## config.mk

```make
export PLATFORM = sky130hd
export DESIGN_NAME = siml_ram
export DESIGN_NICKNAME = d
export VERILOG_FILES = /design/src/siml_ram.sv
export SDC_FILE = /design/constraint.sdc
export NUM_CORES = 1
export LEC_CHECK = 0
export BUFFER_PORTS_ARGS = -buffer_cell sky130_fd_sc_hd__buf_2
export CAP_MARGIN = 20
export CORE_ASPECT_RATIO = 0.5
export CORE_MARGIN = 1
export CORE_UTILIZATION = 35
export CTS_CLUSTER_DIAMETER = 40
export DETAILED_ROUTE_END_ITERATION = 10
export SETUP_SLACK_MARGIN = 0.1
export SYNTH_ARGS = -nofsm -noshare
export SYNTH_HDL_FRONTEND = slang
export SYNTH_SLANG_ARGS = --single-unit
```

## constraint.sdc

```tcl
create_clock -name clk_i -period 3.2 [get_ports clk_i]
set_input_delay 0.48 -clock clk_i [delete_from_list [all_inputs] [get_ports clk_i]]
set_output_delay 0.48 -clock clk_i [all_outputs]
set_load 0.01 [all_outputs]
```

## src/siml_ram.sv

```systemverilog
module siml_ram #(
  parameter int unsigned WIDTH = 8,
  parameter int unsigned DEPTH = 16
) (
  input  logic                     clk_i,
  input  logic                     we_i,
  input  logic [$clog2(DEPTH)-1:0] waddr_i,
  input  logic [WIDTH-1:0]         wdata_i,
  input  logic                     re_i,
  input  logic [$clog2(DEPTH)-1:0] raddr_i,
  output logic [WIDTH-1:0]         rdata_o
);
  logic [WIDTH-1:0] mem_q [DEPTH];

  always_ff @(posedge clk_i) begin
    if (we_i) begin
      mem_q[waddr_i] <= wdata_i;
    end
    if (re_i) begin
      rdata_o <= mem_q[raddr_i];
    end
  end
endmodule

```

==> flow_summary.ini, run 1 <==
[die]
fp.dieW_um = 175
start_util_pct = 36.0
io_pins = 27
die_h_um = 88.4
core_um2 = 14500
fp.dieArea_um2 = 15500
rows = 31

[placement]
io_buffers = 26
place_hpwl_um = 6650
gp_congestion = 0.746

[cts]
clock-root-buffer = clkbuf_16
cts_hold_buf = 0
post_cts_buffers = 0
path_clk_slew_ns = 0.06
cts_buffers = 17
clkLatencyLatePin_ns = 0.41
cts_resized = 0
clock-sinks = 136
tritoncts = done
h-tree-depth = 4
clk_path_buf_depth = 2

[global_routing]
grt_usage_pct = 14.8
grt_pass1_vias = 2553
grt_pass1_wl_um = 15500
globalRouteOverflowTotal = 0
antenna_found_initial = 1
grt_max_degree = 25

[yosys]
muxShareOfSynthArea_pct = 14.8
synth_xor_xnor_area_share_pct = 0
async_flop_share_pct = 0
yosysMostFrequentCell = edfxtp_1
yosysTopAreaCell = edfxtp_1
ys_ff_latch = 136
synth_edf_count = 136
netlist_area_um2 = 5230
synth_compound_area_share_pct = 2.30
yosysSeqAreaShare_pct = 78.1
syn_avg_cell_area_um2 = 22.8
netlist_instances = 229
synth.distinct_cells = 18
synthAdderAreaFrac_pct = 0
ys.flop_type = edfxtp_1
synth_top_area_share_pct = 78.1
yosys.area_share.simple_pct = 3.14
synth_common_cells = 136 x edfxtp_1, 18 x mux4_2, 16 x a22oi_1, 14 x mux4_1, 13 x nor2_1
synthesis.nets = 248
netlist_top_cells_area = edfxtp_1 78%, mux4_2 7.8%, mux4_1 7.0%, a22oi_1 2.3%, nor2_1 0.93%
yosysWarnings = 0
synth_top_family_by_area = multiplexers

[timing]
max_freq_mhz = 483
finalCritPeriodShare_pct = 64.7
fin_skew_ns = 0.00912
finalHoldViolCount = 0
drv_slew = 0
setup_violations = 0
slew_headroom_pct = 35.8
rsz0062_at_grt = no
min_period_ns = 2.07
finalSetupTns_ns = 0
tightest_slew_ns = 0.960

[layout]
nNetsFinal = 289
drive_above_1_share_pct = 28.3
seq_area_um2 = 4080
diodes = 0
multiInputGateArea_um2 = 1060
area_growth_pct = 18.3
nFillCells = 1250

[job]
cap_violations = 0

[routing]
drt_wl_total_um = 10500
drc = 0
vias = 2438
ant_nets = 0
drtIter0Drc = 227
drtPass1Iterations = 4
wl_per_cell_um = 21.9
avgViaCountPerCell = 5.07

[worst_setup_path]
crit_buf_inv = 2
end_kind = register
cpPeakStageDelay_ns = 0.61
worstSetupPathType = primary input to register
r2r-start = mem_q[1][1]
cp-start-kind = primary input
slowest_stage = mux4_1
critPathRequiredTime_ns = 3.35
crit_fanout = 18
cp-startpoint = raddr_i[0]
crit_family = buffers and inverters
path_cells = buf_2 -> buf_12 -> mux4_1 -> a22oi_1 -> nand2_1
cp.arrival_ns = 2.22

[pwr]
p_sw_mw = 0.817
power_leakage_nw = 2.04
pwr-share-seq_pct = 48.1
combPwrFrac_pct = 4.4
total_power_mw = 4.19
p_int_mw = 3.38
p_sw_share_pct = 19.5
vdd_drop_max_mv = 0.356
power_density_nw_per_um2 = 678
pwr-share-clk_pct = 47.5

[run_status]
status = complete, no violations

[worst_hold_path]
hp-start = re_i
hold_path_class = primary input to register
==> registers in the layout (all words and copies together) (netlist names) <==
register,count
rdata_o,8
mem_q,128
==> power by group through the flow <==
stage               Clock, mW  Sequential [mW]  Combinational, mW
CTS                      2.02             2.02              0.186
global route             2.11             2.02              0.197
detailed placement          0             2.06              0.186
global placement            0             2.05              0.179
finish                   1.99             2.02              0.183
floorplan                   0             2.06              0.101
==> kinds of logic after synthesis <==
group / after synthesis
multiplexers: 32
AND/OR/NAND/NOR: 35
flip-flops: 136
buffers and inverters: 10
AO/OA/AOI/OAI: 16
==> routing by layer <==
metal  track usage (%)  up-vias  wire [um]
li1                  -     1067          -
met1              18.8     1276       4200
met2              23.4       83       5240
met3              5.33       10        956
met4              5.85        2        123
met5                 0        -         13
==> worst register-to-register path, stage by stage (launching register included) <==
cell and delay, ns:
edfxtp_1 0.37, mux4_1 0.55, a22oi_1 0.35, nand2_1 0.09
==> path summary, 6_finish.rpt <==
| check | to | slack [ns] | depth (start not counted) |
|---|---|---|---|
| min | rdata_o[5] | 0.44 | 1 |
| min reg2reg | rdata_o[3] | 0.74 | 3 |
| max | rdata_o[1] | 1.13 | 5 |
| max reg2reg | rdata_o[1] | 1.59 | 3 |
==> through the flow <==
step	utilization, %	hold WS, ns	instances	worst slack, ns	cell area (um^2)
global placement	38.4	0.729	449	0.774	5580
global route	42.6	0.424	481	1.04	6190
CTS	42.6	0.427	481	1.16	6190
finish	42.6	0.439	481	1.13	6190
detailed placement	38.4	0.734	449	0.716	5580
floorplan	-	0.579	229	1.23	5230
==> area by class of cell <==
| class | instances | area share (%) |
|---|---|---|
| clock inverter | 14 | 2.91 |
| multi-input combinational | 83 | 17.1 |
| tap | 198 | 4.00 |
| clock buffer | 18 | 6.94 |
| timing repair buffer | 32 | 3.03 |
| sequential | 136 | 66.0 |
==> cells in the final DEF (no fill, tap or decap) <==
cell type / n
a22oi_1: 16
and2_1: 1
and2b_1: 1
buf_12: 1
buf_2: 26
buf_4: 5
bufinv_16: 4
clkbuf_1: 1
clkbuf_16: 17
clkinv_1: 2
clkinv_2: 4
clkinv_4: 1
clkinvlp_4: 2
edfxtp_1: 136
inv_6: 1
mux4_1: 14
mux4_2: 18
nand2_1: 9
nand2b_1: 2
nand3_1: 1
nand3b_1: 2
nor2_1: 13
nor2b_1: 1
nor3_1: 4
or3b_2: 1
Power figures use the tool's default switching activity.
==> run 2: changes to the inputs <==
Clock period 3.2 ns to 1.72 ns, I/O delays scaled along.
==> run 2 against run 1 <==
Effect of this change: clock-buffer cell count is 1 higher; final area is 3.9% higher; via count is 1.7% higher; sequential share of layout area is 2.5 points lower; flip-flop and latch count stayed put; wire length is 2.2% lower; global-route usage is 0.22 points lower; critical endpoint is now rdata_o[7]; largest power group is now clock.
==> flow_summary.ini, run 2 (same netlist as run 1, synthesis figures left out) <==
[layout]
fin_area_um2 = 6430
largest_register = mem_q
drive_above_1_share_pct = 33.1
nFillCells = 1243
area_growth_pct = 23.0
diodes = 0
reg.largest.list = mem_q x128, rdata_o x8
nNetsFinal = 308
utilization_pct = 44.3
mostFrequentLayoutCells = 136 x edfxtp_1, 26 x buf_2, 19 x buf_4
largest_reg_flops = 128
final_common_cell = edfxtp_1

[pwr]
power_density_nw_per_um2 = 1240
power_leakage_nw = 2.17
vdd_drop_max_mv = 0.647

[worst_setup_path]
path_cells = mux4_2 -> a22oi_1 -> nand2_1
end_kind = register
cpPeakStageDelay_ns = 0.49
cp-start-kind = register
crit_buf_inv = 0
critPathRequiredTime_ns = 1.86
crit_fanout = 1
cp.arrival_ns = 1.69
slowest_stage = mux4_2
crit_family = multiplexers
worstSetupPathType = register to register

[routing]
drtPass1Iterations = 4
avgViaCountPerCell = 4.96
drtIter0Drc = 221
vias = 2480
wl_per_cell_um = 20.6
drt_wl_total_um = 10300
ant_nets = 0
drc = 0

[run_status]
status = complete, no violations

[job]
cap_violations = 0

[die]
die_h_um = 88.4
fp.dieArea_um2 = 15500
rows = 31
io_pins = 27
core_um2 = 14500
start_util_pct = 36.0
fp.dieW_um = 175

[cts]
tritoncts = done
clkLatencyLatePin_ns = 0.40
clock-sinks = 136
clk_path_buf_depth = 2
h-tree-depth = 4
cts_buffers = 17
path_clk_slew_ns = 0.06
cts_hold_buf = 0
cts_resized = 0
clock-root-buffer = clkbuf_16
post_cts_buffers = 0

[timing]
rsz0062_at_grt = no
finalHoldViolCount = 0
tightest_slew_ns = 0.452
slew_headroom_pct = 69.8
finalSetupTns_ns = 0
max_freq_mhz = 646
finalCritPeriodShare_pct = 90.0
setup_violations = 0
drv_slew = 0
fin_skew_ns = 0.00490
min_period_ns = 1.55

[global_routing]
grt_pass1_vias = 2589
antenna_found_initial = 0
globalRouteOverflowTotal = 0
grt_pass1_wl_um = 15800
grt_max_degree = 20
grt_usage_pct = 14.5

[placement]
gp_congestion = 0.732
io_buffers = 26
place_hpwl_um = 6710
placed_cell_area_um2 = 5790

[worst_hold_path]
hold_path_class = primary input to register
==> run 2: worst reg2reg max path: stages, from the launching register on <==
cell      delay [ns]
edfxtp_1        0.38
mux4_2          0.49
a22oi_1         0.33
nand2_1         0.10
==> run 2: cell type report <==
type	instances	area, um^2	share of cell area, %
Multi-Input combinational cell	83	1070	16.6
Clock buffer	19	433	6.74
Sequential cell	136	4080	63.5
Timing Repair Buffer	51	393	6.11
Clock inverter	13	203	3.15
Tap cell	198	248	3.85
==> run 2: final timing paths <==
| path | from | to | slack, ns | cells after the start |
|---|---|---|---|---|
| setup / recovery | mem_q[5][7] | rdata_o[7] | 0.17 | 3 |
| hold / removal | re_i | rdata_o[0] | 0.23 | 1 |
| setup reg to reg | mem_q[5][7] | rdata_o[7] | 0.17 | 3 |
| hold reg to reg | mem_q[15][7] | rdata_o[7] | 0.75 | 3 |
==> run 2: metal layers <==
| metal | share of wire (%) | routed length (um) | vias up | global-route usage [%] |
|---|---|---|---|---|
| met5 | 0 | 0 | - | 0 |
| met4 | 0.76 | 78 | 0 | 5.38 |
| met3 | 6.6 | 676 | 8 | 3.78 |
| met2 | 48 | 4970 | 79 | 23.5 |
| met1 | 44 | 4570 | 1286 | 19.2 |
| li1 | - | - | 1107 | - |
==> run 2: report_power, final <==
part	switching [mW]	leakage [nW]	internal (mW)
Combinational	0.212	0.632	0.168
Sequential	0.0199	1.24	3.74
Clock	1.28	0.298	2.56
==> run 2: metrics by stage <==
stage	hold WS, ns	setup slack [ns]	cells	power, mW
CTS	0.209	0.188	500	8.04
global route	0.215	0.120	500	8.23
finish	0.226	0.172	500	7.97
global placement	0.638	-0.0894	468	4.19
floorplan	0.357	0.180	229	4.01
detailed placement	0.632	-0.0993	468	4.20
