## config.mk

```make
export PLATFORM = sky130hd
export DESIGN_NAME = siml_front_flat
export DESIGN_NICKNAME = d
export VERILOG_FILES = /design/src/siml_pkg.sv /design/src/siml_if.sv /design/src/siml_front.sv /design/src/flat_wrapper.sv
export SDC_FILE = /design/constraint.sdc
export NUM_CORES = 1
export LEC_CHECK = 0
export BUFFER_PORTS_ARGS = -buffer_cell sky130_fd_sc_hd__buf_2
export CORE_MARGIN = 2
export CORE_UTILIZATION = 57
export CTS_CLUSTER_DIAMETER = 50
export CTS_CLUSTER_SIZE = 30
export DETAILED_ROUTE_END_ITERATION = 10
export PLACE_DENSITY = 0.84
export SYNTH_ARGS = -nofsm -noshare
export SYNTH_HDL_FRONTEND = slang
export SYNTH_SLANG_ARGS = --single-unit
export TNS_END_PERCENT = 100
```

## constraint.sdc

```tcl
create_clock -name clk_i -period 9.9 [get_ports clk_i]
set_input_delay 0.495 -clock clk_i [delete_from_list [all_inputs] [get_ports clk_i]]
set_output_delay 0.495 -clock clk_i [all_outputs]
set_load 0.05 [all_outputs]
```

## src/siml_pkg.sv

```systemverilog
package siml_pkg;

  localparam int unsigned MaxIntervalsDef = 64;
  localparam int unsigned HeightWidthDef  = 24;

  localparam int unsigned StatusWidth   = 3;
  localparam int unsigned PositionWidth = 6;
  localparam int unsigned CountWidth    = 7;
  localparam int unsigned MassWidth     = 32;

  typedef enum logic [StatusWidth-1:0] {
    STAT_INSERTED = 3'd0,
    STAT_MERGED   = 3'd1,
    STAT_FULL     = 3'd2,
    STAT_BAD_ORD  = 3'd3,
    STAT_READ_OK  = 3'd4,
    STAT_READ_OOR = 3'd5
  } status_e;

  typedef enum logic [1:0] {
    KIND_ADD,
    KIND_READ,
    KIND_BAD
  } kind_e;

  typedef enum logic [3:0] {
    S_IDLE,
    S_RD_WAIT,
    S_SCAN_RD,
    S_SCAN_EV,
    S_INS_DEC,
    S_SHF_RD,
    S_SHF_WR,
    S_INS_WR,
    S_ABS_RD,
    S_ABS_EV,
    S_MRG_WR,
    S_CMP_RD,
    S_CMP_WR,
    S_MRG_FIN,
    S_DONE
  } state_e;

  typedef struct packed {
    kind_e                    kind;
    logic                     sel;
    logic [PositionWidth-1:0] ridx;
  } cmd_t;

endpackage

```

## src/siml_if.sv

```systemverilog
interface siml_in_if #(
  parameter int unsigned HW = 24
);
  logic          valid;
  logic          ready;
  logic          command;
  logic          list_select;
  logic [HW-1:0] bottom;
  logic [HW-1:0] upper;
  logic [5:0]    read_index;

  modport source (output valid, command, list_select, bottom, upper, read_index,
                  input ready);
  modport sink (input valid, command, list_select, bottom, upper, read_index,
                output ready);
endinterface


```

## src/siml_front.sv

```systemverilog
module siml_front #(
  parameter int unsigned HW = siml_pkg::HeightWidthDef
) (
  input  logic                clk_i,
  input  logic                rst_ni,
  siml_in_if.sink             in_i,
  output logic                cmd_valid_o,
  input  logic                cmd_pop_i,
  output siml_pkg::cmd_t      cmd_o,
  output logic [HW-1:0]       bot_o,
  output logic [HW-1:0]       top_o
);
  import siml_pkg::*;

  cmd_t          cmd_q [2];
  logic [HW-1:0] bot_q [2];
  logic [HW-1:0] top_q [2];
  logic          wp_q, rp_q;
  logic [1:0]    cnt_q;
  logic          push, pop;
  cmd_t          cls;

  // classify on entry so the back end only branches on kind
  always_comb begin
    cls.sel  = in_i.list_select;
    cls.ridx = in_i.read_index;
    if (in_i.command) begin
      cls.kind = KIND_READ;
    end else if ($signed(in_i.bottom) > $signed(in_i.upper)) begin
      cls.kind = KIND_BAD;
    end else begin
      cls.kind = KIND_ADD;
    end
  end

  assign in_i.ready  = (cnt_q != 2'd2);
  assign push        = in_i.valid && in_i.ready;
  assign pop         = cmd_pop_i && (cnt_q != 2'd0);
  assign cmd_valid_o = (cnt_q != 2'd0);
  assign cmd_o       = cmd_q[rp_q];
  assign bot_o       = bot_q[rp_q];
  assign top_o       = top_q[rp_q];

  always_ff @(posedge clk_i) begin
    if (push) begin
      cmd_q[wp_q] <= cls;
      bot_q[wp_q] <= in_i.bottom;
      top_q[wp_q] <= in_i.upper;
    end
  end

  always_ff @(posedge clk_i or negedge rst_ni) begin
    if (!rst_ni) begin
      wp_q  <= 1'b0;
      rp_q  <= 1'b0;
      cnt_q <= 2'd0;
    end else begin
      if (push) wp_q <= ~wp_q;
      if (pop) rp_q <= ~rp_q;
      cnt_q <= cnt_q + 2'(push) - 2'(pop);
    end
  end
endmodule

```

## src/flat_wrapper.sv

```systemverilog
// flat-port wrapper written by rule: the top's interface ports become plain ports
module siml_front_flat import siml_pkg::*;
#(
  parameter int unsigned HW = siml_pkg::HeightWidthDef
)
  (clk_i, rst_ni, cmd_valid_o, cmd_pop_i, cmd_o, bot_o, top_o, in_i_valid, in_i_command, in_i_list_select, in_i_bottom, in_i_upper, in_i_read_index, in_i_ready);
  siml_in_if #(.HW(HW)) in_i_i ();
  input  logic clk_i;
  input  logic rst_ni;
  output logic cmd_valid_o;
  input  logic cmd_pop_i;
  output siml_pkg::cmd_t cmd_o;
  output logic [HW-1:0] bot_o;
  output logic [HW-1:0] top_o;
  input wire logic [$bits(in_i_i.valid)-1:0] in_i_valid;
  input wire logic [$bits(in_i_i.command)-1:0] in_i_command;
  input wire logic [$bits(in_i_i.list_select)-1:0] in_i_list_select;
  input wire logic [$bits(in_i_i.bottom)-1:0] in_i_bottom;
  input wire logic [$bits(in_i_i.upper)-1:0] in_i_upper;
  input wire logic [$bits(in_i_i.read_index)-1:0] in_i_read_index;
  output wire logic [$bits(in_i_i.ready)-1:0] in_i_ready;
  assign in_i_i.valid = in_i_valid;
  assign in_i_i.command = in_i_command;
  assign in_i_i.list_select = in_i_list_select;
  assign in_i_i.bottom = in_i_bottom;
  assign in_i_i.upper = in_i_upper;
  assign in_i_i.read_index = in_i_read_index;
  assign in_i_ready = in_i_i.ready;
  siml_front #(.HW(HW)) u_core (.clk_i(clk_i), .rst_ni(rst_ni), .in_i(in_i_i), .cmd_valid_o(cmd_valid_o), .cmd_pop_i(cmd_pop_i), .cmd_o(cmd_o), .bot_o(bot_o), .top_o(top_o));
endmodule
```

==> key figures <==
Drt
  • Post-route antenna net violation count: 0
  • Via density: 5.29
  • Routed len/inst: 17.1 um
  • Vias: 2836
  • 1st-iter DRT viols: 170
  • # DRC: 0
  • Final wirelength: 9.16 mm
  • Drt pass-1 iters: 4

Logic synthesis
  • Seq/Total Area, Yosys: 0.715
  • Most frequent cell after synthesis: edfxtp_1
  • Post-synthesis mux area share: 0.130
  • Fraction of registers with async set/reset: 0.0339
  • Synth Area in Compound Gates: 0.0256
  • Post-synth EDFFs: 114
  • Syn Area/Cell: 17.4 um^2
  • Synth top area cells: edfxtp_1 (69%), mux2_2 (13%), ha_1 (6.6%)
  • Synth top area share: 0.694
  • Yosys cell types: 30
  • List of most frequent post-synthesis cells: edfxtp_1 (114), mux2_2 (57), inv_1 (27)
  • Simple-gate portion of the synthesized area: 0.0307
  • Main synth FF type: edfxtp_1
  • Largest family of logic cells by synthesized area: multiplexers
  • Post-Synthesis Cell Area: 4930 um^2
  • Syn nets: 369
  • Post-synthesis adder-cell area fraction: 0.0660
  • Yosys top cell by area: edfxtp_1
  • YS warnings: 0
  • FF+latch count, synth: 118
  • Syn Inst Count: 283
  • Synth Area in XOR/XNOR: 0.00710

GRT
  • Overflow after GRT: 0
  • Total GRT Usage: 0.203
  • First-pass GRT wire length: 14.5 mm
  • Vias in the first global route: 3032
  • Pin count of the biggest net entering global routing: 59
  • Initial antenna violation count: 0

Placement
  • Placed cell area: 5660 um^2
  • Post-DP HPWL: 5.94 mm
  • Dpl cells: 503
  • IO Port Bufs: 118
  • GPL Wtd Cong: 0.732
  • Dpl ws: 7.58 ns

Flow run
  • Max Cap Viol: 0

Worst setup path
  • CP required: 9.41 ns
  • Crit-path cells: buf_4 -> mux2_2 -> buf_2
  • CP Capture Type: primary output
  • Largest delay share family, worst path: buffers and inverters
  • Max FO, Critical Path: 58
  • Worst reg-to-reg path cell count: 4
  • Critical Setup Path Class: reg -> out
  • Slowest-stage cell, CP: buf_4
  • FF-to-FF Start: u_core.cnt_q[1]
  • Max incr delay on CP: 0.59 ns
  • CP startpoint: u_core.rp_q
  • Type of origin of the critical path: flip-flop
  • Flop-to-flop setup slack: 8.11 ns
  • Worst path bufs/invs: 2
  • R2r endpoint: u_core.bot_q[0][11]
  • Critical Path AT: 2.12 ns

Power
  • Worst IR Drop VDD: 0.000201 V
  • Pwr Total: 2.10 mW
  • PwrDens: 338 nW/um^2
  • Static Leak: 2.52 nW

Hold path
  • Min-delay worst type: in -> reg
  • Min-delay src: in_i_read_index[5]
  • Hold depth: 1
  • WHS Endpoint: u_core.cmd_q[1][5]

STA
  • Achievable Freq: 383 MHz
  • Final Max Slew Viols: 0
  • Worst Max-Slew Pin Slew: 0.788 ns
  • TNS Setup: 0 ns
  • Period utilisation layout: 0.264
  • Max Clock Skew: 0.0100 ns
  • RSZ-0062 raised after global routing: false
  • Tmin final: 2.61 ns
  • Fin. Hold Viols: 0
  • Rel. slew slack: 0.475
  • Min Hold Slack: 0.183 ns
  • Finish-stage setup viols: 0
  • Worst Slack Setup Final: 7.29 ns

Floorplan
  • Rows: 33
  • Top Ports: 119
  • Initial cell density of the core: 0.594
  • Core area: 8300 um^2
  • Die span in y: 97.0 um
  • Die Width: 97.0 um
  • Die area: 9410 um^2

Final layout
  • Layout area overhead: 26.2%
  • Layout cell share with drive strength beyond 1: 0.501
  • Fin nets: 504
  • Number of diodes: 0
  • Layout Utilization: 0.750
  • Finished Cell Area: 6220 um^2
  • Non-filler cells, final: 536

Clock tree
  • Clk buf depth: 2
  • Num CTS Buffers: 17
  • Root Buffer: clkbuf_8
  • Post-CTS Setup Inserts: 0
  • CTS sink cnt: 118
  • Worst skew pair latency: 0.50 ns
  • Clock transition at path regs: 0.06 ns
  • Cts hold-fix bufs: 1
  • PostCTS Resize Cnt: 0
  • CTS tree: built
  • H-tree levels: 4

Run status
  • Status: finished clean
==> kinds of logic after synthesis <==
family          count (synthesis)
flops                         118
simple gates                   25
fa+ha+maj                      26
mux                            57
compound gates                 20
xor+xnor                        4
buf+inv                        33
==> layout make-up <==
cell class                      count  area (um^2)
Sequential cell                   118         3520
Timing Repair Buffer              122          623
Clock buffer                       19          422
Clock inverter                     13          131
Fill cell                         538         2080
Tap cell                          105          131
Inverter                           27          101
Multi-Input combinational cell    132         1290
==> how the worst max path moves through the flow <==
stage / slack, ns / cells past startpoint / endpoint
3_5_place_dp: 7.58 / 9 / u_core.cmd_q[0][8]
5_1_grt: 7.20 / 3 / bot_o[9]
4_1_cts: 7.27 / 3 / bot_o[11]
2_1_floorplan: 6.07 / 3 / u_core.bot_q[0][0]
3_3_place_gp: 7.66 / 9 / u_core.cmd_q[0][8]
6_report: 7.29 / 3 / bot_o[11]
==> layer usage <==
metal  global-route usage  up-vias  wire, um
li1                     -     1357         -
met1                0.233     1382      3740
met2                0.351       84      4800
met3               0.0578       13       471
met4               0.0953        0       150
met5                    0        -         0
==> registers in the layout (all words and copies together) (netlist names) <==
register	flops
u_core.bot_q	48
u_core.cmd_q	18
u_core.cnt_q	2
u_core.rp_q	1
u_core.wp_q	1
u_core.top_q	48
==> cell usage in the layout, fill, tap and decap left out, drive strengths merged, types with 2 or more instances in the layout <==
cell / instances
nand3: 4
ha: 26
clkinv: 6
nor2: 3
nand4: 6
bufinv: 2
clkbuf: 19
o21ai: 2
clkinvlp: 4
a21oi: 12
dfrtp: 4
edfxtp: 114
nand2: 5
mux2: 57
inv: 28
xnor2: 3
buf: 121
==> power breakdown <==
part	internal, mW	switching (mW)	total, mW
Sequential	0.687	0.0268	0.713
Clock	0.355	0.208	0.563
Combinational	0.223	0.603	0.827
(Power assumes the default switching activity.)
