## src/siml_pkg.sv

```systemverilog
package siml_pkg;

  localparam int unsigned MaxIntervalsDef = 64;
  localparam int unsigned HeightWidthDef  = 24;

  localparam int unsigned StatusWidth   = 3;
  localparam int unsigned PositionWidth = 6;
  localparam int unsigned CountWidth    = 7;
  localparam int unsigned MassWidth     = 32;

  typedef enum logic [StatusWidth-1:0] {
    STAT_INSERTED = 3'd0,
    STAT_MERGED   = 3'd1,
    STAT_FULL     = 3'd2,
    STAT_BAD_ORD  = 3'd3,
    STAT_READ_OK  = 3'd4,
    STAT_READ_OOR = 3'd5
  } status_e;

  typedef enum logic [1:0] {
    KIND_ADD,
    KIND_READ,
    KIND_BAD
  } kind_e;

  typedef enum logic [3:0] {
    S_IDLE,
    S_RD_WAIT,
    S_SCAN_RD,
    S_SCAN_EV,
    S_INS_DEC,
    S_SHF_RD,
    S_SHF_WR,
    S_INS_WR,
    S_ABS_RD,
    S_ABS_EV,
    S_MRG_WR,
    S_CMP_RD,
    S_CMP_WR,
    S_MRG_FIN,
    S_DONE
  } state_e;

  typedef struct packed {
    kind_e                    kind;
    logic                     sel;
    logic [PositionWidth-1:0] ridx;
  } cmd_t;

endpackage

```

## src/siml_if.sv

```systemverilog


interface siml_out_if #(
  parameter int unsigned HW = 24
);
  logic          valid;
  logic          ready;
  logic [2:0]    status;
  logic [5:0]    position;
  logic [6:0]    entry_count;
  logic [HW-1:0] entry_bottom;
  logic [HW-1:0] entry_upper;
  logic [31:0]   entry_mass;

  modport source (output valid, status, position, entry_count, entry_bottom,
                  entry_upper, entry_mass, input ready);
  modport sink (input valid, status, position, entry_count, entry_bottom,
                entry_upper, entry_mass, output ready);
endinterface

```

## src/siml_back.sv

```systemverilog
module siml_back #(
  parameter int unsigned MAX_INTERVALS = siml_pkg::MaxIntervalsDef,
  parameter int unsigned HW            = siml_pkg::HeightWidthDef,
  localparam int unsigned CW = $clog2(MAX_INTERVALS + 1),
  localparam int unsigned AW = $clog2(2 * MAX_INTERVALS),
  localparam int unsigned DW = 2 * HW + 32
) (
  input  logic           clk_i,
  input  logic           rst_ni,
  input  logic           cmd_valid_i,
  output logic           cmd_pop_o,
  input  siml_pkg::cmd_t cmd_i,
  input  logic [HW-1:0]  bot_i,
  input  logic [HW-1:0]  top_i,
  output logic           we_o,
  output logic [AW-1:0]  waddr_o,
  output logic [DW-1:0]  wdata_o,
  output logic           re_o,
  output logic [AW-1:0]  raddr_o,
  input  logic [DW-1:0]  rdata_i,
  siml_out_if.source     out_o
);
  import siml_pkg::*;

  localparam logic [33:0] MassMax = 34'h0_FFFF_FFFF;

  state_e state_q, state_d;
  logic [CW-1:0] cnt_q [2];
  logic [CW-1:0] n_q, n_d, idx_q, idx_d, i_q, i_d, k_q, k_d, d_q, d_d;
  logic          sel_q, sel_d;
  logic [HW-1:0] bot_q, bot_d, top_q, top_d, nb_q, nb_d, nt_q, nt_d, lu_q, lu_d;
  logic [31:0]   m_q, m_d;
  status_e       rs_q, rs_d;
  logic [CW-1:0] rp_q, rp_d, rn_q, rn_d;
  logic [HW-1:0] rb_q, rb_d, rt_q, rt_d;
  logic [31:0]   rm_q, rm_d;
  logic          cnt_we;
  logic          ov_q;
  logic          load_out;

  logic signed [HW-1:0] r_lo, r_up;
  logic [31:0]          r_ms;
  logic [HW:0]          diff;
  logic [33:0]          sum;
  logic [AW-1:0]        base;

  assign r_lo = rdata_i[DW-1 -: HW];
  assign r_up = rdata_i[DW-HW-1 -: HW];
  assign r_ms = rdata_i[31:0];
  assign diff = {top_q[HW-1], top_q} - {bot_q[HW-1], bot_q};
  assign base = sel_q ? AW'(MAX_INTERVALS) : '0;

  function automatic logic [31:0] sat(input logic [33:0] s);
    sat = (s > MassMax) ? 32'hFFFF_FFFF : s[31:0];
  endfunction

  always_comb begin
    state_d = state_q;
    n_d = n_q; idx_d = idx_q; i_d = i_q; k_d = k_q; d_d = d_q;
    sel_d = sel_q; bot_d = bot_q; top_d = top_q;
    nb_d = nb_q; nt_d = nt_q; lu_d = lu_q; m_d = m_q;
    rs_d = rs_q; rp_d = rp_q; rn_d = rn_q; rb_d = rb_q; rt_d = rt_q; rm_d = rm_q;
    cnt_we = 1'b0;
    cmd_pop_o = 1'b0;
    we_o = 1'b0; waddr_o = '0; wdata_o = '0;
    re_o = 1'b0; raddr_o = '0;
    load_out = 1'b0;
    sum = '0;
    case (state_q)
      S_IDLE: begin
        if (cmd_valid_i) begin
          cmd_pop_o = 1'b1;
          sel_d = cmd_i.sel;
          bot_d = bot_i;
          top_d = top_i;
          n_d   = cnt_q[cmd_i.sel];
          rn_d  = cnt_q[cmd_i.sel];
          rb_d = '0; rt_d = '0; rm_d = '0;
          idx_d = '0;
          rp_d  = '0;
          case (cmd_i.kind)
            KIND_READ: begin
              rp_d = CW'(cmd_i.ridx);
              if (32'(cmd_i.ridx) >= 32'(cnt_q[cmd_i.sel])) begin
                rs_d = STAT_READ_OOR;
                state_d = S_DONE;
              end else begin
                re_o    = 1'b1;
                raddr_o = AW'(cmd_i.ridx) + (cmd_i.sel ? AW'(MAX_INTERVALS) : '0);
                rs_d    = STAT_READ_OK;
                state_d = S_RD_WAIT;
              end
            end
            KIND_BAD: begin
              rs_d = STAT_BAD_ORD;
              state_d = S_DONE;
            end
            default: state_d = S_SCAN_RD;
          endcase
        end
      end
      S_RD_WAIT: begin
        rb_d = r_lo; rt_d = r_up; rm_d = r_ms;
        state_d = S_DONE;
      end
      S_SCAN_RD: begin
        i_d = idx_q;
        if (idx_q == n_q) begin
          state_d = S_INS_DEC;
        end else begin
          re_o = 1'b1;
          raddr_o = base + AW'(idx_q);
          state_d = S_SCAN_EV;
        end
      end
      S_SCAN_EV: begin
        if ($signed(top_q) < r_lo) begin
          state_d = S_INS_DEC;
        end else if ($signed(bot_q) <= r_up) begin
          nb_d = ($signed(bot_q) < r_lo) ? bot_q : r_lo;
          nt_d = ($signed(top_q) > r_up) ? top_q : r_up;
          lu_d = r_up;
          sum  = {2'b00, r_ms} + {1'b0, 33'(diff)};
          m_d  = sat(sum);
          k_d  = idx_q + 1'b1;
          state_d = S_ABS_RD;
        end else begin
          idx_d = idx_q + 1'b1;
          state_d = S_SCAN_RD;
        end
      end
      S_INS_DEC: begin
        rp_d = i_q;
        if (32'(n_q) >= MAX_INTERVALS) begin
          rs_d = STAT_FULL;
          state_d = S_DONE;
        end else begin
          k_d = n_q;
          state_d = (n_q == i_q) ? S_INS_WR : S_SHF_RD;
        end
      end
      S_SHF_RD: begin
        re_o = 1'b1;
        raddr_o = base + AW'(k_q - 1'b1);
        state_d = S_SHF_WR;
      end
      S_SHF_WR: begin
        we_o = 1'b1;
        waddr_o = base + AW'(k_q);
        wdata_o = rdata_i;
        k_d = k_q - 1'b1;
        state_d = (k_q - 1'b1 == i_q) ? S_INS_WR : S_SHF_RD;
      end
      S_INS_WR: begin
        we_o = 1'b1;
        waddr_o = base + AW'(i_q);
        wdata_o = {bot_q, top_q, sat({1'b0, 33'(diff)})};
        n_d = n_q + 1'b1;
        cnt_we = 1'b1;
        rs_d = STAT_INSERTED;
        rn_d = n_q + 1'b1;
        rb_d = bot_q; rt_d = top_q; rm_d = sat({1'b0, 33'(diff)});
        state_d = S_DONE;
      end
      S_ABS_RD: begin
        if (k_q == n_q) begin
          state_d = S_MRG_WR;
        end else begin
          re_o = 1'b1;
          raddr_o = base + AW'(k_q);
          state_d = S_ABS_EV;
        end
      end
      S_ABS_EV: begin
        if ($signed(top_q) >= r_lo) begin
          sum = {2'b00, m_q} + {2'b00, r_ms};
          m_d = sat(sum);
          lu_d = r_up;
          k_d = k_q + 1'b1;
          state_d = S_ABS_RD;
        end else begin
          state_d = S_MRG_WR;
        end
      end
      S_MRG_WR: begin
        // k_q is one past the last absorbed entry
        nt_d = ($signed(lu_q) > $signed(nt_q)) ? lu_q : nt_q;
        we_o = 1'b1;
        waddr_o = base + AW'(i_q);
        wdata_o = {nb_q, nt_d, m_q};
        d_d = i_q + 1'b1;
        idx_d = k_q;
        state_d = (k_q == n_q) ? S_MRG_FIN : S_CMP_RD;
      end
      S_CMP_RD: begin
        re_o = 1'b1;
        raddr_o = base + AW'(k_q);
        state_d = S_CMP_WR;
      end
      S_CMP_WR: begin
        we_o = 1'b1;
        waddr_o = base + AW'(d_q);
        wdata_o = rdata_i;
        k_d = k_q + 1'b1;
        d_d = d_q + 1'b1;
        state_d = (k_q + 1'b1 == n_q) ? S_MRG_FIN : S_CMP_RD;
      end
      S_MRG_FIN: begin
        n_d = n_q - (idx_q - i_q - 1'b1);
        cnt_we = 1'b1;
        rs_d = STAT_MERGED;
        rp_d = i_q;
        rn_d = n_q - (idx_q - i_q - 1'b1);
        rb_d = nb_q; rt_d = nt_q; rm_d = m_q;
        state_d = S_DONE;
      end
      S_DONE: begin
        if (!ov_q || out_o.ready) begin
          load_out = 1'b1;
          state_d = S_IDLE;
        end
      end
      default: state_d = S_IDLE;
    endcase
  end

  always_ff @(posedge clk_i) begin
    n_q <= n_d; idx_q <= idx_d; i_q <= i_d; k_q <= k_d; d_q <= d_d;
    sel_q <= sel_d; bot_q <= bot_d; top_q <= top_d;
    nb_q <= nb_d; nt_q <= nt_d; lu_q <= lu_d; m_q <= m_d;
    rs_q <= rs_d; rp_q <= rp_d; rn_q <= rn_d; rb_q <= rb_d; rt_q <= rt_d; rm_q <= rm_d;
    if (load_out) begin
      out_o.status       <= rs_q;
      out_o.position     <= PositionWidth'(rp_q);
      out_o.entry_count  <= CountWidth'(rn_q);
      out_o.entry_bottom <= rb_q;
      out_o.entry_upper  <= rt_q;
      out_o.entry_mass   <= rm_q;
    end
  end

  always_ff @(posedge clk_i or negedge rst_ni) begin
    if (!rst_ni) begin
      state_q <= S_IDLE;
      cnt_q[0] <= '0;
      cnt_q[1] <= '0;
      ov_q <= 1'b0;
    end else begin
      state_q <= state_d;
      if (cnt_we) cnt_q[sel_q] <= n_d;
      if (load_out) ov_q <= 1'b1;
      else if (out_o.ready) ov_q <= 1'b0;
    end
  end

  assign out_o.valid = ov_q;

`ifndef SYNTHESIS
  a_cnt0_max: assert property (@(posedge clk_i) disable iff (!rst_ni)
    32'(cnt_q[0]) <= MAX_INTERVALS) else $error("list 0 count above capacity");
  a_cnt1_max: assert property (@(posedge clk_i) disable iff (!rst_ni)
    32'(cnt_q[1]) <= MAX_INTERVALS) else $error("list 1 count above capacity");
  a_scan_bound: assert property (@(posedge clk_i) disable iff (!rst_ni)
    (state_q == S_SCAN_EV || state_q == S_ABS_EV) |-> (idx_q < n_q || k_q < n_q))
    else $error("scan index past list end");
  a_done_out: assert property (@(posedge clk_i) disable iff (!rst_ni)
    (state_q == S_DONE && !ov_q) |=> (ov_q && state_q == S_IDLE))
    else $error("result not handed to output register");
`endif
endmodule

```

## src/flat_wrapper.sv

```systemverilog
// flat-port wrapper written by rule: the top's interface ports become plain ports
module siml_back_flat import siml_pkg::*;
#(
  parameter int unsigned MAX_INTERVALS = siml_pkg::MaxIntervalsDef,
  parameter int unsigned HW            = siml_pkg::HeightWidthDef,
  localparam int unsigned CW = $clog2(MAX_INTERVALS + 1),
  localparam int unsigned AW = $clog2(2 * MAX_INTERVALS),
  localparam int unsigned DW = 2 * HW + 32
)
  (clk_i, rst_ni, cmd_valid_i, cmd_pop_o, cmd_i, bot_i, top_i, we_o, waddr_o, wdata_o, re_o, raddr_o, rdata_i, out_o_valid, out_o_status, out_o_position, out_o_entry_count, out_o_entry_bottom, out_o_entry_upper, out_o_entry_mass, out_o_ready);
  siml_out_if #(.HW(HW)) out_o_i ();
  input  logic clk_i;
  input  logic rst_ni;
  input  logic cmd_valid_i;
  output logic cmd_pop_o;
  input  siml_pkg::cmd_t cmd_i;
  input  logic [HW-1:0] bot_i;
  input  logic [HW-1:0] top_i;
  output logic we_o;
  output logic [AW-1:0] waddr_o;
  output logic [DW-1:0] wdata_o;
  output logic re_o;
  output logic [AW-1:0] raddr_o;
  input  logic [DW-1:0] rdata_i;
  output wire logic [$bits(out_o_i.valid)-1:0] out_o_valid;
  output wire logic [$bits(out_o_i.status)-1:0] out_o_status;
  output wire logic [$bits(out_o_i.position)-1:0] out_o_position;
  output wire logic [$bits(out_o_i.entry_count)-1:0] out_o_entry_count;
  output wire logic [$bits(out_o_i.entry_bottom)-1:0] out_o_entry_bottom;
  output wire logic [$bits(out_o_i.entry_upper)-1:0] out_o_entry_upper;
  output wire logic [$bits(out_o_i.entry_mass)-1:0] out_o_entry_mass;
  input wire logic [$bits(out_o_i.ready)-1:0] out_o_ready;
  assign out_o_valid = out_o_i.valid;
  assign out_o_status = out_o_i.status;
  assign out_o_position = out_o_i.position;
  assign out_o_entry_count = out_o_i.entry_count;
  assign out_o_entry_bottom = out_o_i.entry_bottom;
  assign out_o_entry_upper = out_o_i.entry_upper;
  assign out_o_entry_mass = out_o_i.entry_mass;
  assign out_o_i.ready = out_o_ready;
  siml_back #(.MAX_INTERVALS(MAX_INTERVALS), .HW(HW)) u_core (.clk_i(clk_i), .rst_ni(rst_ni), .cmd_valid_i(cmd_valid_i), .cmd_pop_o(cmd_pop_o), .cmd_i(cmd_i), .bot_i(bot_i), .top_i(top_i), .we_o(we_o), .waddr_o(waddr_o), .wdata_o(wdata_o), .re_o(re_o), .raddr_o(raddr_o), .rdata_i(rdata_i), .out_o(out_o_i));
endmodule
```

## config.mk

```make
export PLATFORM = sky130hd
export DESIGN_NAME = siml_back_flat
export DESIGN_NICKNAME = d
export VERILOG_FILES = /design/src/siml_pkg.sv /design/src/siml_if.sv /design/src/siml_back.sv /design/src/flat_wrapper.sv
export SDC_FILE = /design/constraint.sdc
export NUM_CORES = 1
export LEC_CHECK = 0
export BUFFER_PORTS_ARGS = -buffer_cell sky130_fd_sc_hd__buf_2
export CAP_MARGIN = 20
export CORE_ASPECT_RATIO = 0.8
export CORE_MARGIN = 1
export CORE_UTILIZATION = 35
export CTS_CLUSTER_DIAMETER = 80
export DETAILED_ROUTE_END_ITERATION = 8
export MAX_ROUTING_LAYER = met4
export PLACE_DENSITY_LB_ADDON = 0.15
export SLEW_MARGIN = 20
export SYNTH_ARGS = -nofsm -noshare
export SYNTH_HDL_FRONTEND = slang
export SYNTH_SLANG_ARGS = --single-unit
export TNS_END_PERCENT = 1
```

## constraint.sdc

```tcl
create_clock -name clk_i -period 8.06 [get_ports clk_i]
set_input_delay 0 -clock clk_i [delete_from_list [all_inputs] [get_ports clk_i]]
set_output_delay 0 -clock clk_i [all_outputs]
set_load 0.02 [all_outputs]
```

==> results of run 1 <==
-- repair_timing --
| item | CTS | global route |
|---|---|---|
| hold buffers | 141 | 0 |
| endpoints found under the hold margin | 242 | 0 |
| buffers inserted | 0 | 0 |
| resized for setup | 0 | 0 |
-- cell families after synthesis --
group | after synthesis | synth area share (%)
and+or+nand+nor | 517 | 9.36
buffers and inverters | 375 | 5.54
adders and majority gates | 234 | 11.4
xor gates and xnor gates | 136 | 4.55
DFF | 399 | 45.1
AOI/OAI and AO/OA | 723 | 20.6
muxes | 88 | 3.38
-- per-layer routing --
metal	share of wire, %	GRT usage [%]	routed length, um
met5	0	-	0
met4	2.2	6.51	2180
met3	7.3	4.00	7110
met2	44	37.9	42700
met1	47	36.5	45300
-- how the worst min path moves through the flow --
| stage | startpoint | endpoint | slack (ns) | cells past startpoint |
|---|---|---|---|---|
| 4_1_cts | top_i[19] | u_core.top_q[19] | 0.07 | 2 |
| 5_1_grt | rdata_i[14] | u_core.rm_q[14] | 0.09 | 3 |
| 3_3_place_gp | rst_ni | u_core.cnt_q[2] | -0.02 | 1 |
| 2_1_floorplan | rst_ni | u_core.cnt_q[0] | -0.30 | 0 |
| 3_5_place_dp | rst_ni | u_core.cnt_q[2] | -0.01 | 1 |
| 6_report | rdata_i[14] | u_core.rm_q[14] | 0.05 | 3 |
-- per-stage QoR --
step	setup WS, ns	power [mW]
after global placement	2.37	8.62
after detailed placement	2.22	8.67
final	2.05	11.0
after CTS	2.22	11.0
after global routing	1.77	11.6
after floorplan	2.33	6.99
-- area by class of cell --
cell class,instances,area [um2],area share [%]
Sequential cell,399,11800,37.0
Clock inverter,32,290,0.909
Antenna cell,3,7.51,0.0235
Multi-Input combinational cell,1698,13000,40.7
Timing Repair Buffer,504,3310,10.4
Tap cell,1001,1250,3.92
Inverter,260,976,3.06
Clock buffer,58,1290,4.04
-- cells in the final DEF (no fill, tap or decap), types with 8 or more instances in the layout --
cell	count
ha_1	225
nor4_1	13
dfrtp_1	19
xnor2_1	80
a221o_1	33
inv_1	259
a21o_1	83
and2_1	9
buf_2	334
nand2_1	135
mux2i_1	85
a222oi_1	73
clkinv_2	10
nand3_1	52
nor3_1	30
a22oi_1	60
o21a_1	15
clkbuf_16	50
buf_4	28
fa_1	9
xor2_1	56
dlygate4sd3_1	141
nor2b_1	20
clkinv_1	8
nor2_1	151
o21bai_1	13
o21ai_0	134
a21oi_1	128
nand2b_1	19
a22o_1	18
a211oi_1	21
a22oi_2	16
edfxtp_1	373
and3_1	13
o221a_2	26
nand4_1	36
-- where the power goes --
part | switching [mW] | internal [mW]
Clock | 0.961 | 1.28
Sequential | 0.552 | 3.14
Combinational | 3.17 | 1.87
-- worst reg2reg max path, stage by stage (launching register included) --
cell and delay [ns]:
edfxtp_1 0.53, ha_1 0.35, nor2b_1 0.14, o31a_1 0.27
o31a_1 0.32, o21ai_0 0.23, a21oi_1 0.12, o21ai_0 0.34
nand2_1 0.15, xnor2_1 0.25, inv_1 0.08, ha_1 0.39
nand3_1 0.13, o211ai_1 0.14, or3_1 0.37, o2111ai_1 0.32
a21oi_1 0.19, o211ai_2 0.39, a21o_1 0.40, buf_4 0.40
a22oi_1 0.17
==> run metrics, run 1 <==
Buf/Inv on CP=2; finished layout cell area=31900 um2; Iteration-0 DRC Markers=2367; Net Count, Synth=2847; initial antenna violation count=4; final design utilization=43.2%; post-synthesis sequential area ratio=45.1%; routed length per instance=24.6 um; total number of vias=22300; largest net degree at the start of global routing=81; final setup fails=0; Area contributors post-synth=edfxtp_1 43%, ha_1 11%, inv_1 3.7%; r2r startpoint=u_core.top_q[1]; Post-synth top flop=edfxtp_1; Largest regs=u_core.m_q x32, u_core.out_o.entry_mass x32, u_core.rm_q x32; Longest Clk Path Bufs=3; drt total wl=97300 um; Post-synth EDFFs=373; Synth async-reset ratio=4.76%; Layout Cells excl Fill=3955; post-route minimum period=6.01 ns; DR pass1 iterations=9; Reg clk slew, reported paths=0.06 ns; slew margin rel.=29.2%; reg2reg setup slack=2.05 ns; TritonCTS Buffers=48; die area=76000 um2; CP Launch Type=flop; Unique masters post-synth=87; die width=308 um; Max rail drop VDD=0.169 mV; top cell type's share of synthesized area=42.8%; Synth warnings=0; largest area contributor in the netlist=edfxtp_1; Starting Density=35.4%; # Max-Cap Violations=0; final hold vios=0; # fillers=7158; CTS tree=done; ratio of final minimum period to clock period=74.5%; WP depth=20; Reg-to-Reg End=u_core.m_q[30]; clk_lat worst skew=0.62 ns; GRT Total Usage=25.7%; first-pass GRT wire length=141000 um; total grt overflow=0; Setup crit end=u_core.m_q[30]; Cell Area, Synth=26200 um2; crit end category=flop; R2R depth=20; FP Rows=89; critical path class=flop to flop; CP delay by family, top=compound AO/OA/AOI/OAI gates; Post-DP HPWL=71700 um; Hold Path Class=input port to flop; CP max stage delay=0.53 ns; Slew @ Worst Pin=1.06 ns; worst setup path start=u_core.top_q[1]; clk sink count=399; crit-path cells=ha_1, nor2b_1, o31a_1, o31a_1, o21ai_0, a21oi_1, o21ai_0, nand2_1, xnor2_1, inv_1, ha_1, nand3_1, o211ai_1, or3_1, o2111ai_1, a21oi_1, o211ai_2, a21o_1, buf_4, a22oi_1; DRC violations left=0; worst hold margin=0.0531 ns; dpl cell area=28900 um2; Clock Tree Root=clkbuf_16; drt via density=5.63; Leak=13.9 nW; CP max-delay cell=edfxtp_1; H-tree levels=2; CP required=8.35 ns; fin. max-slew vios=0; number of synthesized register bits=399; vias in the first global route=21600; RSZ-0062 raised after global routing=no; Fmax=166 MHz; Post-synth top cells=373 x edfxtp_1, 260 x inv_1, 225 x ha_1; core area=73900 um2; ratio of cells with drive above 1 in the final layout=17.7%; status=complete, no violations; DRT antenna net count=0; power density cells=343 nW/um2; setup TNS=0 ns; Synth Instances=2472; placed cell count=3720; Layout Area Growth over Synthesis=21.9%; GP Congestion=0.931; height of the die=247 um; Avg Inst Size Synth=10.6 um2; Critical Path Fanout Max=20; Arrival @ worst endpoint=6.30 ns; Final Skew=0.0357 ns; boundary pin count=335; # nets final=3286; most frequent cell after synthesis=edfxtp_1; Port-buffer cells=334
Note: power is estimated with default switching activity, not from simulation.
==> run 2: changes to the inputs <==
ABC_AREA = 1   (was not set)
clock period = 5.9 ns   (was 8.06 ns; I/O delays follow)
==> run metrics, run 2 <==
status=complete, no violations; post-route minimum period=4.68 ns; Fmax=214 MHz; GP Congestion=0.968; height of the die=251 um; # nets final=4007; slew margin rel.=24.4%; Avg Inst Size Synth=8.56 um2; critical path class=flop to flop; die width=314 um; CP required=6.25 ns; crit end category=flop; ratio of final minimum period to clock period=79.4%; vias in the first global route=23500; Post-synth top flop=edfxtp_1; Synth async-reset ratio=4.76%; H-tree levels=2; RSZ-0062 raised after global routing=no; Net Count, Synth=3550; Arrival @ worst endpoint=5.03 ns; Reg-to-Reg End=u_core.m_q[19]; drt total wl=108000 um; most common cell after layout, fill and taps aside=nand2_1; routed length per instance=23.1 um; largest net degree at the start of global routing=64; Max rail drop VDD=0.259 mV; Layout Area Growth over Synthesis=20.9%; Critical Path Fanout Max=17; FP Rows=90; # fillers=7715; final hold vios=0; commonest cells after routing, fill and taps aside=861 x nand2_1, 373 x edfxtp_1, 346 x inv_1; Final Skew=0.0339 ns; Longest Clk Path Bufs=3; Leak=14.8 nW; number of synthesized register bits=399; total power=16.3 mW; post-synthesis sequential area ratio=43.5%; Clock Tree Root=clkbuf_16; DR pass1 iterations=6; first-pass GRT wire length=156000 um; drt via density=5.37; total number of vias=25200; final setup fails=0; largest area contributor in the netlist=edfxtp_1; setup TNS=0 ns; boundary pin count=335; Post-DP HPWL=83100 um; CTS Hold Bufs=140; Slew @ Worst Pin=1.13 ns; power density cells=496 nW/um2; # Max-Cap Violations=0; Synth warnings=0; CP Launch Type=flop; initial antenna violation count=3; Post-synth top cells=863 x nand2_1, 373 x edfxtp_1, 348 x inv_1; reg2reg setup slack=1.22 ns; r2r startpoint=u_core.bot_q[2]; Post-CTS Setup Bufs=0; Synth Instances=3175; Hold Path Sink=u_core.rm_q[12]; Starting Density=35.7%; Iteration-0 DRC Markers=2596; TritonCTS Buffers=46; final design utilization=43.1%; Post-synth EDFFs=373; GRT Total Usage=27.7%; Cell Area, Synth=27200 um2; Largest regs=u_core.m_q x32, u_core.out_o.entry_mass x32, u_core.rm_q x32; DRT antenna net count=0; post-cts sizing count=0; most frequent cell after synthesis=nand2_1; R2R depth=19; fin. max-slew vios=0; DRC violations left=0; Hold Path Class=input port to flop; clk sink count=399; hold_sp=rdata_i[12]; core area=76100 um2; Worst Hold Depth=3; Unique masters post-synth=61; clk_lat worst skew=0.62 ns; die area=78800 um2; Area contributors post-synth=edfxtp_1 41%, nand2_1 12%, ha_1 10%; Reg clk slew, reported paths=0.07 ns; ratio of cells with drive above 1 in the final layout=13.3%; Port-buffer cells=334; CTS tree=done; top cell type's share of synthesized area=41.2%; total grt overflow=0
==> run 2: cell types whose count changed after synthesis, sizes merged, moves of 42 or more <==
cell	previous run	this run
a222oi	73	0
inv	260	356
mux2i	85	1
clkbuf	97	51
nor2	154	196
a22oi	76	26
a21o	83	17
o221ai	5	75
nand3b	2	53
nand3	52	273
nand2	136	873
==> run 2: cell families (layout without fill, tap and decap cells) <==
family / Yosys count / after routing / synth area share, %
AOI/OAI and AO/OA: 510 / 510 / 12.0
xor gates and xnor gates: 92 / 92 / 2.97
other: 0 / 3 / 0
muxes: 1 / 1 / 0.0368
buffers and inverters: 449 / 942 / 6.63
and+or+nand+nor: 1490 / 1490 / 23.8
adders and majority gates: 234 / 234 / 11.0
DFF: 399 / 399 / 43.5
==> run 2: report_power, final <==
group	switching [mW]	internal, mW
clock	1.30	1.72
combinational	5.65	2.54
sequential	0.612	4.47
==> run 2: worst max-delay path by stage <==
stage | startpoint | end | depth (start not counted)
after CTS | u_core.bot_q[0] | u_core.m_q[17] | 17
final | u_core.bot_q[2] | u_core.m_q[19] | 19
after global placement | u_core.bot_q[0] | u_core.m_q[17] | 17
after global routing | u_core.bot_q[0] | u_core.m_q[17] | 17
after detailed placement | u_core.bot_q[2] | u_core.m_q[22] | 19
after floorplan | u_core.state_q[0] | u_core.out_o.entry_bottom[0] | 5
==> run 2: final cells by class <==
cell class	count	area, um2	share of cell area, %
multi-input cells	2327	13600	41.4
flip-flops and latches	399	11800	36.0
repair buffers	497	3270	9.96
inverters	361	1360	4.14
well taps	1012	1270	3.86
clock buffers	52	1180	3.60
clock inverters	32	352	1.07
diodes	3	7.51	0.0229
==> run 2: critical path, cell delays in order, from the launching register on <==
cell	delay (ns)
edfxtp_1	0.52
inv_1	0.11
ha_1	0.35
a21oi_1	0.16
nand2_1	0.13
a21oi_1	0.37
inv_1	0.13
a21oi_1	0.33
o21bai_1	0.12
xor2_1	0.35
ha_1	0.31
a21oi_1	0.21
o21ai_0	0.16
a21oi_1	0.27
nor2_1	0.07
nor2_1	0.12
o21ai_2	0.10
nand2_4	0.19
nand2_4	0.18
o21a_1	0.22
==> run 2: metal layers <==
layer	routed length [um]	vias up	global-route usage, %
li1	-	11900	-
met1	51900	11900	40.6
met2	43100	1115	37.5
met3	10400	155	6.35
met4	2870	0	7.76
met5	0	-	-
==> run 2: stage by stage <==
| step | area, um2 | setup slack (ns) | instances | hold WS (ns) |
|---|---|---|---|---|
| 2_1_floorplan | 27200 | 0.589 | 3175 | -0.296 |
| 3_3_place_gp | 29900 | 1.35 | 4456 | -0.00636 |
| 5_1_grt | 32800 | 1.02 | 4682 | 0.0338 |
| 3_5_place_dp | 29900 | 1.46 | 4456 | -0.00655 |
| 6_report | 32800 | 1.22 | 4683 | 0.0586 |
| 4_1_cts | 32800 | 1.40 | 4680 | 0.000420 |
